### config.mk
export PLATFORM = sky130hd
export DESIGN_NAME = quadrature_decoder_with_index_top
export DESIGN_NICKNAME = d
export VERILOG_FILES = /design/src/qdi_pkg.sv /design/src/quadrature_decoder_with_index_top.sv /design/src/qdi_front.sv /design/src/qdi_queue.sv /design/src/qdi_back.sv
export SDC_FILE = /design/constraint.sdc
export NUM_CORES = 1
export LEC_CHECK = 0
export ABC_AREA = 1
export CAP_MARGIN = 10
export CELL_PAD_IN_SITES_DETAIL_PLACEMENT = 1
export CELL_PAD_IN_SITES_GLOBAL_PLACEMENT = 2
export CORE_MARGIN = 5
export CORE_UTILIZATION = 39
export CTS_BUF_LIST = sky130_fd_sc_hd__clkbuf_8
export DETAILED_ROUTE_END_ITERATION = 12
export DONT_BUFFER_PORTS = 1
export GPL_TIMING_DRIVEN = 0
export PLACE_DENSITY_LB_ADDON = 0.2
export SYNTH_ARGS = -nofsm -noshare
export SYNTH_HDL_FRONTEND = slang
export SYNTH_SLANG_ARGS = --single-unit
### constraint.sdc
create_clock -name i_clk -period 9.72 [get_ports i_clk]
set_input_delay 2.43 -clock i_clk [delete_from_list [all_inputs] [get_ports i_clk]]
set_output_delay 2.43 -clock i_clk [all_outputs]
set_load 0.02 [all_outputs]
### src/qdi_pkg.sv
// Shared types, constants and the transition lookup for the quadrature decoder.
package qdi_pkg;

    localparam int unsigned CNT_W          = 32;
    localparam int unsigned QUEUE_DEPTH_DEF = 2;
    localparam logic [1:0]  START_AB_RESET = 2'd3;

    // Step kind decoded from one event
    typedef enum logic [2:0] {
        STEP_NONE  = 3'd0,
        STEP_FWD   = 3'd1,
        STEP_REV   = 3'd2,
        STEP_ERR   = 3'd3,
        STEP_INDEX = 3'd4
    } t_step;

    // Classified event handed from the front to the back
    typedef struct packed {
        t_step kind;
        logic  ack;
    } t_op;

    // x4 transition table: previous state in the high bits, new state in the low bits
    function automatic t_step step_lookup(input logic [1:0] prev_ab, input logic [1:0] now_ab);
        t_step kind;
        unique case ({prev_ab, now_ab})
            4'b00_00: kind = STEP_NONE;
            4'b00_01: kind = STEP_REV;
            4'b00_10: kind = STEP_FWD;
            4'b00_11: kind = STEP_ERR;
            4'b01_00: kind = STEP_FWD;
            4'b01_01: kind = STEP_NONE;
            4'b01_10: kind = STEP_ERR;
            4'b01_11: kind = STEP_REV;
            4'b10_00: kind = STEP_REV;
            4'b10_01: kind = STEP_ERR;
            4'b10_10: kind = STEP_NONE;
            4'b10_11: kind = STEP_FWD;
            4'b11_00: kind = STEP_ERR;
            4'b11_01: kind = STEP_FWD;
            4'b11_10: kind = STEP_REV;
            4'b11_11: kind = STEP_NONE;
            default:  kind = STEP_NONE;
        endcase
        return kind;
    endfunction

endpackage

### src/quadrature_decoder_with_index_top.sv
// Top level of the x4 quadrature decoder with index pulse measurement.
//
// Each input beat is one encoder event, and each yields exactly one result beat with
// the counters after that event. The block takes one beat per clock cycle while the
// queue is not full; the accepting edge writes the classified event into the queue,
// and the edge that pops it from the queue loads the counters and the result
// register in the back. The queue of QUEUE_DEPTH entries lets the input side keep
// going while a result beat is stalled, until the queue fills. Writing the config
// register loads the channel state at once.
module quadrature_decoder_with_index_top #(
    parameter int unsigned QUEUE_DEPTH = qdi_pkg::QUEUE_DEPTH_DEF
) (
    input  logic         i_clk,
    input  logic         i_rst_n,
    input  logic         i_cfg_we,
    input  logic [1:0]   i_cfg_wdata,
    input  logic         s_axis_tvalid,
    output logic         s_axis_tready,
    input  logic [7:0]   s_axis_tdata,   // [0] chan_a, [1] chan_b, [2] err_ack, [7:3] zero
    input  logic         s_axis_tuser,   // [0] func
    output logic         m_axis_tvalid,
    input  logic         m_axis_tready,
    output logic [159:0] m_axis_tdata,   // [31:0] net_count, [63:32] fwd_count,
                                         // [95:64] rev_count, [127:96] err_count,
                                         // [159:128] index_pulses
    output logic         m_axis_tuser    // [0] in_error
);

    qdi_pkg::t_op front_op;
    qdi_pkg::t_op queue_op;
    logic         push, pop, q_full, q_empty;
    logic [qdi_pkg::CNT_W-1:0] net_count, fwd_count, rev_count, err_count, index_pulses;

    qdi_front u_front (
        .i_clk       (i_clk),
        .i_rst_n     (i_rst_n),
        .i_cfg_we    (i_cfg_we),
        .i_cfg_wdata (i_cfg_wdata),
        .i_valid     (s_axis_tvalid),
        .o_ready     (s_axis_tready),
        .i_func      (s_axis_tuser),
        .i_chan_a    (s_axis_tdata[0]),
        .i_chan_b    (s_axis_tdata[1]),
        .i_err_ack   (s_axis_tdata[2]),
        .i_q_full    (q_full),
        .o_push      (push),
        .o_op        (front_op)
    );

    qdi_queue #(
        .DEPTH (QUEUE_DEPTH)
    ) u_queue (
        .i_clk   (i_clk),
        .i_rst_n (i_rst_n),
        .i_push  (push),
        .i_op    (front_op),
        .o_full  (q_full),
        .i_pop   (pop),
        .o_empty (q_empty),
        .o_op    (queue_op)
    );

    qdi_back u_back (
        .i_clk          (i_clk),
        .i_rst_n        (i_rst_n),
        .i_q_empty      (q_empty),
        .i_op           (queue_op),
        .o_pop          (pop),
        .o_valid        (m_axis_tvalid),
        .i_ready        (m_axis_tready),
        .o_net_count    (net_count),
        .o_fwd_count    (fwd_count),
        .o_rev_count    (rev_count),
        .o_err_count    (err_count),
        .o_index_pulses (index_pulses),
        .o_in_error     (m_axis_tuser)
    );

    assign m_axis_tdata = {index_pulses, err_count, rev_count, fwd_count, net_count};

endmodule

### src/qdi_front.sv
// Front end: accepts event beats, tracks the channel state and classifies each event.
module qdi_front (
    input  logic          i_clk,
    input  logic          i_rst_n,
    input  logic          i_cfg_we,
    input  logic [1:0]    i_cfg_wdata,
    input  logic          i_valid,
    output logic          o_ready,
    input  logic          i_func,
    input  logic          i_chan_a,
    input  logic          i_chan_b,
    input  logic          i_err_ack,
    input  logic          i_q_full,
    output logic          o_push,
    output qdi_pkg::t_op  o_op
);

    logic [1:0] r_last_ab;
    logic [1:0] n_last_ab;
    logic [1:0] now_ab;

    assign o_ready = !i_q_full;
    assign o_push  = i_valid && !i_q_full;
    assign now_ab  = {i_chan_b, i_chan_a};

    // Classify the event against the previous channel state, or as an index event when func is set
    always_comb begin
        o_op.ack = i_err_ack;
        if (i_func) begin
            o_op.kind = qdi_pkg::STEP_INDEX;
        end else begin
            o_op.kind = qdi_pkg::step_lookup(r_last_ab, now_ab);
        end
    end

    // Advance the channel state on channel beats, load it on a config write
    always_comb begin
        n_last_ab = r_last_ab;
        if (i_cfg_we) begin
            n_last_ab = i_cfg_wdata;
        end else if (o_push && !i_func) begin
            n_last_ab = now_ab;
        end
    end

    always_ff @(posedge i_clk) begin
        if (!i_rst_n) begin
            r_last_ab <= qdi_pkg::START_AB_RESET;
        end else begin
            r_last_ab <= n_last_ab;
        end
    end

endmodule

### src/qdi_queue.sv
// Small FIFO of classified events between the front and the back.
module qdi_queue #(
    parameter int unsigned DEPTH = qdi_pkg::QUEUE_DEPTH_DEF
) (
    input  logic          i_clk,
    input  logic          i_rst_n,
    input  logic          i_push,
    input  qdi_pkg::t_op  i_op,
    output logic          o_full,
    input  logic          i_pop,
    output logic          o_empty,
    output qdi_pkg::t_op  o_op
);

    localparam int unsigned PTR_W = (DEPTH > 1) ? $clog2(DEPTH) : 1;
    localparam int unsigned CNT_W = $clog2(DEPTH + 1);
    localparam logic [PTR_W-1:0] PTR_LAST = PTR_W'(DEPTH - 1);
    localparam logic [CNT_W-1:0] CNT_FULL = CNT_W'(DEPTH);

    qdi_pkg::t_op     r_mem [DEPTH];
    logic [PTR_W-1:0] r_wr_ptr;
    logic [PTR_W-1:0] r_rd_ptr;
    logic [CNT_W-1:0] r_count;
    logic [PTR_W-1:0] n_wr_ptr;
    logic [PTR_W-1:0] n_rd_ptr;
    logic [CNT_W-1:0] n_count;

    assign o_full  = (r_count == CNT_FULL);
    assign o_empty = (r_count == '0);
    assign o_op    = r_mem[r_rd_ptr];

    // Advance pointers with wrap at the depth
    always_comb begin
        n_wr_ptr = r_wr_ptr;
        n_rd_ptr = r_rd_ptr;
        n_count  = r_count;
        if (i_push) begin
            n_wr_ptr = (r_wr_ptr == PTR_LAST) ? '0 : r_wr_ptr + 1'b1;
        end
        if (i_pop) begin
            n_rd_ptr = (r_rd_ptr == PTR_LAST) ? '0 : r_rd_ptr + 1'b1;
        end
        if (i_push && !i_pop) begin
            n_count = r_count + 1'b1;
        end else if (!i_push && i_pop) begin
            n_count = r_count - 1'b1;
        end
    end

    always_ff @(posedge i_clk) begin
        if (!i_rst_n) begin
            r_wr_ptr <= '0;
            r_rd_ptr <= '0;
            r_count  <= '0;
        end else begin
            r_wr_ptr <= n_wr_ptr;
            r_rd_ptr <= n_rd_ptr;
            r_count  <= n_count;
        end
    end

    // Write the storage
    always_ff @(posedge i_clk) begin
        if (i_push) begin
            r_mem[r_wr_ptr] <= i_op;
        end
    end

endmodule

### src/qdi_back.sv
// Back end: applies classified events to the counters and holds the result beat.
module qdi_back (
    input  logic                        i_clk,
    input  logic                        i_rst_n,
    input  logic                        i_q_empty,
    input  qdi_pkg::t_op                i_op,
    output logic                        o_pop,
    output logic                        o_valid,
    input  logic                        i_ready,
    output logic [qdi_pkg::CNT_W-1:0]   o_net_count,
    output logic [qdi_pkg::CNT_W-1:0]   o_fwd_count,
    output logic [qdi_pkg::CNT_W-1:0]   o_rev_count,
    output logic [qdi_pkg::CNT_W-1:0]   o_err_count,
    output logic [qdi_pkg::CNT_W-1:0]   o_index_pulses,
    output logic                        o_in_error
);

    localparam int unsigned W = qdi_pkg::CNT_W;

    logic [W-1:0] r_net, r_fwd, r_rev, r_err, r_ppr, r_diff;
    logic [W-1:0] n_net, n_fwd, n_rev, n_err, n_ppr, n_diff;
    logic         r_first, n_first;
    logic         r_flag, n_flag, flag_now;
    logic [W-1:0] diff_abs;
    logic         r_out_valid;

    // Pop when the output register is free or being drained
    assign o_pop   = !i_q_empty && (!r_out_valid || i_ready);
    assign o_valid = r_out_valid;

    // Magnitude of net movement since the last index
    assign diff_abs = r_diff[W-1] ? (~r_diff + 1'b1) : r_diff;

    // Apply one event; the difference to the last index is tracked alongside
    always_comb begin
        n_net   = r_net;
        n_fwd   = r_fwd;
        n_rev   = r_rev;
        n_err   = r_err;
        n_ppr   = r_ppr;
        n_diff  = r_diff;
        n_first = r_first;
        flag_now = r_flag;
        unique case (i_op.kind)
            qdi_pkg::STEP_FWD: begin
                n_net  = r_net + 1'b1;
                n_fwd  = r_fwd + 1'b1;
                n_diff = r_diff + 1'b1;
            end
            qdi_pkg::STEP_REV: begin
                n_net  = r_net - 1'b1;
                n_rev  = r_rev + 1'b1;
                n_diff = r_diff - 1'b1;
            end
            qdi_pkg::STEP_ERR: begin
                n_err    = r_err + 1'b1;
                flag_now = 1'b1;
            end
            qdi_pkg::STEP_INDEX: begin
                if (!r_first) begin
                    n_ppr = diff_abs;
                end
                n_first = 1'b0;
                n_diff  = '0;
            end
            default: begin
            end
        endcase
        n_flag = flag_now && !i_op.ack;
    end

    always_ff @(posedge i_clk) begin
        if (!i_rst_n) begin
            r_net       <= '0;
            r_fwd       <= '0;
            r_rev       <= '0;
            r_err       <= '0;
            r_ppr       <= '0;
            r_diff      <= '0;
            r_first     <= 1'b1;
            r_flag      <= 1'b0;
            r_out_valid <= 1'b0;
        end else begin
            if (o_pop) begin
                r_net   <= n_net;
                r_fwd   <= n_fwd;
                r_rev   <= n_rev;
                r_err   <= n_err;
                r_ppr   <= n_ppr;
                r_diff  <= n_diff;
                r_first <= n_first;
                r_flag  <= n_flag;
            end
            if (o_pop) begin
                r_out_valid <= 1'b1;
            end else if (i_ready) begin
                r_out_valid <= 1'b0;
            end
        end
    end

    // Hold the result beat until taken
    always_ff @(posedge i_clk) begin
        if (o_pop) begin
            o_net_count    <= n_net;
            o_fwd_count    <= n_fwd;
            o_rev_count    <= n_rev;
            o_err_count    <= n_err;
            o_index_pulses <= n_ppr;
            o_in_error     <= flag_now;
        end
    end

endmodule

Word-level counts from Yosys, hierarchy flattened:

Memories as Yosys holds them, arrays and structs flattened. A register that Yosys moved wholly into a read port is not among the register bits.
Index checks and enable logic that the tools add are counted.

* bitwise logic cells: 1
* multiplexer cells: 22
* equality and inequality tests: 5
* add/subtract/negate cells: 12
* reductions and logical operators: 21

Operator list (number)
* adder 32 x 1 -> 32 bit (second input constant): 6
* two-way mux 32 bit: 6
* case mux 32 bit (3 select lines): 1
* case mux 32 bit (2 select lines): 1
* subtractor 32 x 1 -> 32 bit (second input constant): 2
* NOT 32 bit: 1
* two-way mux 1 bit: 9
* two-way mux 2 bit: 4
* logical NOT 1 bit: 7
* == test 3 x 2 -> 1 bit (second input constant): 2
* logical AND 1 bit: 6
* nonzero test 2 bit: 3
* AND reduction 2 bit: 2
* == test 3 x 1 -> 1 bit (second input constant): 1
* == test 3 bit (second input constant): 1
* two-way mux 3 bit: 1
* nonzero test 3 bit: 1
* adder 1 bit (second input constant): 2
* adder 2 x 1 -> 2 bit (second input constant): 1
* == test 2 bit (second input constant): 1
* logical NOT 2 bit: 1
* subtractor 2 x 1 -> 2 bit (second input constant): 1
* logical OR 1 bit: 1

* output and inout port bits: 163
* logic and storage cells: 82
* flip-flop bits (word level): 362
* memory bits (read-only): 32
* RAM bits: 8
* memories: 2

Memories
* (no name shown): depth 16, width 2, read ports 1, clocked after Yosys merged registers in 0, wr ports 0, RTL line qdi_pkg.sv:26 `unique case ({prev_ab, now_ab})`
* u_queue.r_mem: depth 2, width 4, read ports 1, clocked after Yosys merged registers in 1, wr ports 1, RTL line qdi_queue.sv:20 `qdi_pkg::t_op r_mem [DEPTH];`

Longest topological paths before layout:

* word-level depth: 7
* mapped depth: 22
* depth with buffers taken out: 21

Modules after synthesis:

From an unflattened synthesis, not the netlist that was laid out.

* cell total of the unflattened synthesis: 2819
* area total of the unflattened synthesis: 20586.0 µm²

Modules (own cells, without submodules)
* qdi_back: area an instance 19869.1 µm², cells an instance 2736, instances 1
* qdi_queue: area an instance 514.2 µm², cells an instance 45, instances 1
* qdi_front: area an instance 202.7 µm², cells an instance 38, instances 1

Worst setup path after synthesis:

No wires, ideal clock.

* path type: input-to-reg
* from: input port m_axis_tready
* to: register with a tool-made name
* arrival time: 7798 ps
* slack: 1576 ps
* stages on the path: 5
* required time: 9373 ps
* cells stage by stage: nor2_1 -> a21oi_1 -> clkbuf_1 -> clkbuf_1 -> a21oi_1

RTL lines
* start: declaration: RTL line quadrature_decoder_with_index_top.sv:22 `input logic m_axis_tready,`

Final worst setup path:

* from: input port m_axis_tready
* to: register u_queue.r_count[1]

* cells in the longest elaborated chain, start to end: 5
* elaborated cells on any way between the ends: 7
* those cells by class: mux (1); reduce/logical (6)

RTL lines
* logical OR 1 bit (*): RTL line qdi_back.sv:28 `assign o_pop = !i_q_empty && (!r_out_valid || i_ready);`
* logical AND 1 bit (*): RTL line qdi_back.sv:28
* logical NOT 1 bit: RTL line qdi_queue.sv:43 `if (i_push && !i_pop) begin`
* logical AND 1 bit: RTL line qdi_queue.sv:43
* two-way mux 2 bit / nonzero test 2 bit (equally long branches)
* end signal: assignment: RTL line qdi_queue.sv:58 `r_count <= n_count;`
* end: declaration: RTL line qdi_queue.sv:23 `logic [CNT_W-1:0] r_count;`

Every way passes the cells marked *; elsewhere a longest branch is shown, timed or not.
A chain may end at the register's enable or synchronous reset.

==> impl_metrics.ini <==
[layout]
drive_gt1_share_pct = 6.53
syn_to_final_growth_pct = 11.4
final_area_um2 = 22800
nets = 2862
final.fill_count = 6581
layout_common_cells = nand2_1 (618), inv_1 (475), nor2_1 (291)
layout_commonest_cell = nand2_1

[logic_synthesis]
synth-edff-count = 169
async_reset_ff_share_pct = 0
syn_inst = 2766
yosysWarnings = 0
synth_seq_cells = 371
yosysUniqueCellTypes = 59
avgSynthCellArea_um2 = 7.41
synth_flop_cell = dfxtp_1
yosysTopAreaCell = edfxtp_1
ys_top_cells_by_area = edfxtp_1 (25%), dfxtp_1 (20%), nand2_1 (11%)
seq_area_frac_synth_pct = 44.5
yosys.area.top_type_share_pct = 24.8
syn_nets = 2789
netlist_area_um2 = 20500

[floorplanning]
fp.dieH_um = 239
rows = 84
core-area_um2 = 52300
fp.dieW_um = 239
io_pins = 179
initial_utilization_pct = 39.1
dieArea_um2 = 57200

[clock_tree]
h-tree-depth = 3
clkTransAtPathRegs_ns = 0.06
ctsLongestPathBuffers = 3
post_cts_buffers = 0
clock_latency_ns = 0.65
cts.sinks = 371
cts_root_buffer = clkbuf_8
cts_resized = 0
cts_tree = built
cts_hold_buf = 0
numCtsBuffers = 69

[worst_setup_path]
path_cells = nor2_1, a21oi_1, inv_1, clkbuf_1, clkbuf_1, clkbuf_1, ha_1, a21oi_1, o21ai_0, o21ai_0, a21oi_1
slowest_stage = clkbuf_1
startpoint = m_axis_tready
crit_fanout = 10
crit_family = buffers and inverters
cp.arrival_ns = 5.98
path_buf_inv = 4
crit_required_ns = 10.26
path_class = in -> reg
endpoint_kind = register
crit_path_max_incr_delay_ns = 0.90
worst_setup_path_start_kind = input port
timing.rr.start = u_back.o_valid

[place]
io_buffers = 0
dpl_cell_area_um2 = 21400
place_hpwl_mm = 55.2
gp_congestion = 0.906
dp_slack_ns = 3.70

[timing]
grt_setup_unrepaired = no
worst_slew_pin_slew_ns = 1.19
fin_ws_ns = 4.29
hold_viol_final = 0
drv_slew = 0
fmax_mhz = 184
fin_crit_ns = 5.43
setup_violations = 0
relSlewSlack_pct = 20.5
min_period_over_period_pct = 55.9
fin_skew_ns = 0.0255

[run]
max-cap-violations = 0

[grt]
grt_max_degree = 68
grt_usage_pct = 24.8
grt_pass1_vias = 19090
antenna_found_initial = 2
grt_pass1_wl_mm = 111
grt_overflow = 0

[route]
dr.pass1.iters = 7
vias_per_cell = 5.20
wl_per_cell_um = 20.2
drtAntennaViolNets = 0
vias = 18630
totalWireLength_mm = 72.5
drc = 0
drt_iter0_markers = 1080

[power_and_ir_drop]
power_leakage_uw = 0.0106
ir_drop_mv = 0.144
p_per_area_nw_per_um2 = 353

[worst_hold_path]
holdCritPathClass = reg -> reg
min_from = u_back.r_first

[outcome]
status = complete, no violations
-- report_power, final --
part,switching (uW),internal [uW]
clock,713,852
sequential,934,2580
combinational,2180,803
-- through the flow --
step                      std cells  TNS, ns  utilization (%)  power, uW  hold WS (ns)
after floorplan                2766        0                -       5380         0.420
after global placement         3454  -168.74             40.8       6420         0.435
after detailed placement       3456        0             40.9       6520         0.436
after CTS                      3582        0             43.6       8120         0.450
after global routing           3583        0             43.6       8590         0.470
final                          3583        0             43.6       8060         0.448
-- synth_stat cells, types with 5 or more instances --
cell	count
xnor2_1	8
nor3_1	37
clkbuf_1	86
buf_4	6
o21ai_1	19
o41ai_1	21
a41oi_1	12
ha_1	7
or2_2	5
o21ai_0	216
xor2_2	9
inv_1	459
buf_6	5
nor2_1	291
nand4_1	23
buf_2	10
xor2_1	121
edfxtp_1	169
o22ai_1	6
dfxtp_1	202
o211ai_1	5
nand2_1	618
buf_1	7
nand3_1	135
nor2_2	14
inv_2	7
a21oi_1	203
xnor2_2	6
-- cell type report --
cell class / count / area [um2] / area share, %
Antenna cell: 1 / 2.50 / 0.0110
Buffer: 116 / 539 / 2.36
Clock buffer: 75 / 1030 / 4.53
Clock inverter: 51 / 372 / 1.63
Inverter: 466 / 1750 / 7.67
Multi-Input combinational cell: 1813 / 9080 / 39.8
Sequential cell: 371 / 9120 / 40.0
Tap cell: 688 / 861 / 3.77
Timing Repair Buffer: 2 / 55.1 / 0.241
-- per-layer routing --
| layer | vias up | share of wire [%] | track usage [%] |
|---|---|---|---|
| li1 | 9002 | - | - |
| met2 | 362 | 48 | 42.5 |
| met4 | 0 | 2.2 | 7.23 |
| met5 | - | 0 | 0 |
| met3 | 79 | 4.3 | 3.70 |
| met1 | 9187 | 46 | 32.7 |
-- cell families (layout without fill, tap and decap cells) --
family / after synthesis / count (layout) / synth area share, %
compound gates: 503 / 503 / 13.3
xor+xnor: 145 / 145 / 6.84
fa+ha+maj: 7 / 7 / 0.428
buf+inv: 582 / 710 / 11.2
flops: 371 / 371 / 44.5
other cells: 0 / 1 / 0
simple gates: 1158 / 1158 / 23.8
-- worst paths after layout --
| kind | to | slack (ns) | cells past startpoint |
|---|---|---|---|
| min | u_back.r_first | 0.45 | 2 |
| max | u_queue.r_count[1] | 4.29 | 11 |
| max reg2reg | u_queue.r_count[1] | 5.47 | 12 |
| min reg2reg | u_back.r_first | 0.45 | 2 |
-- worst register-to-register path: stages, from the launching register on --
cell and delay (ns):
dfxtp_1 0.51, inv_1 0.07, nor2_1 0.33, a21oi_1 0.21, inv_1 0.20, clkbuf_1 0.90
clkbuf_1 0.62, clkbuf_1 0.46, ha_1 0.35, a21oi_1 0.14, o21ai_0 0.12, o21ai_0 0.17
a21oi_1 0.05
(Power assumes the default switching activity.)
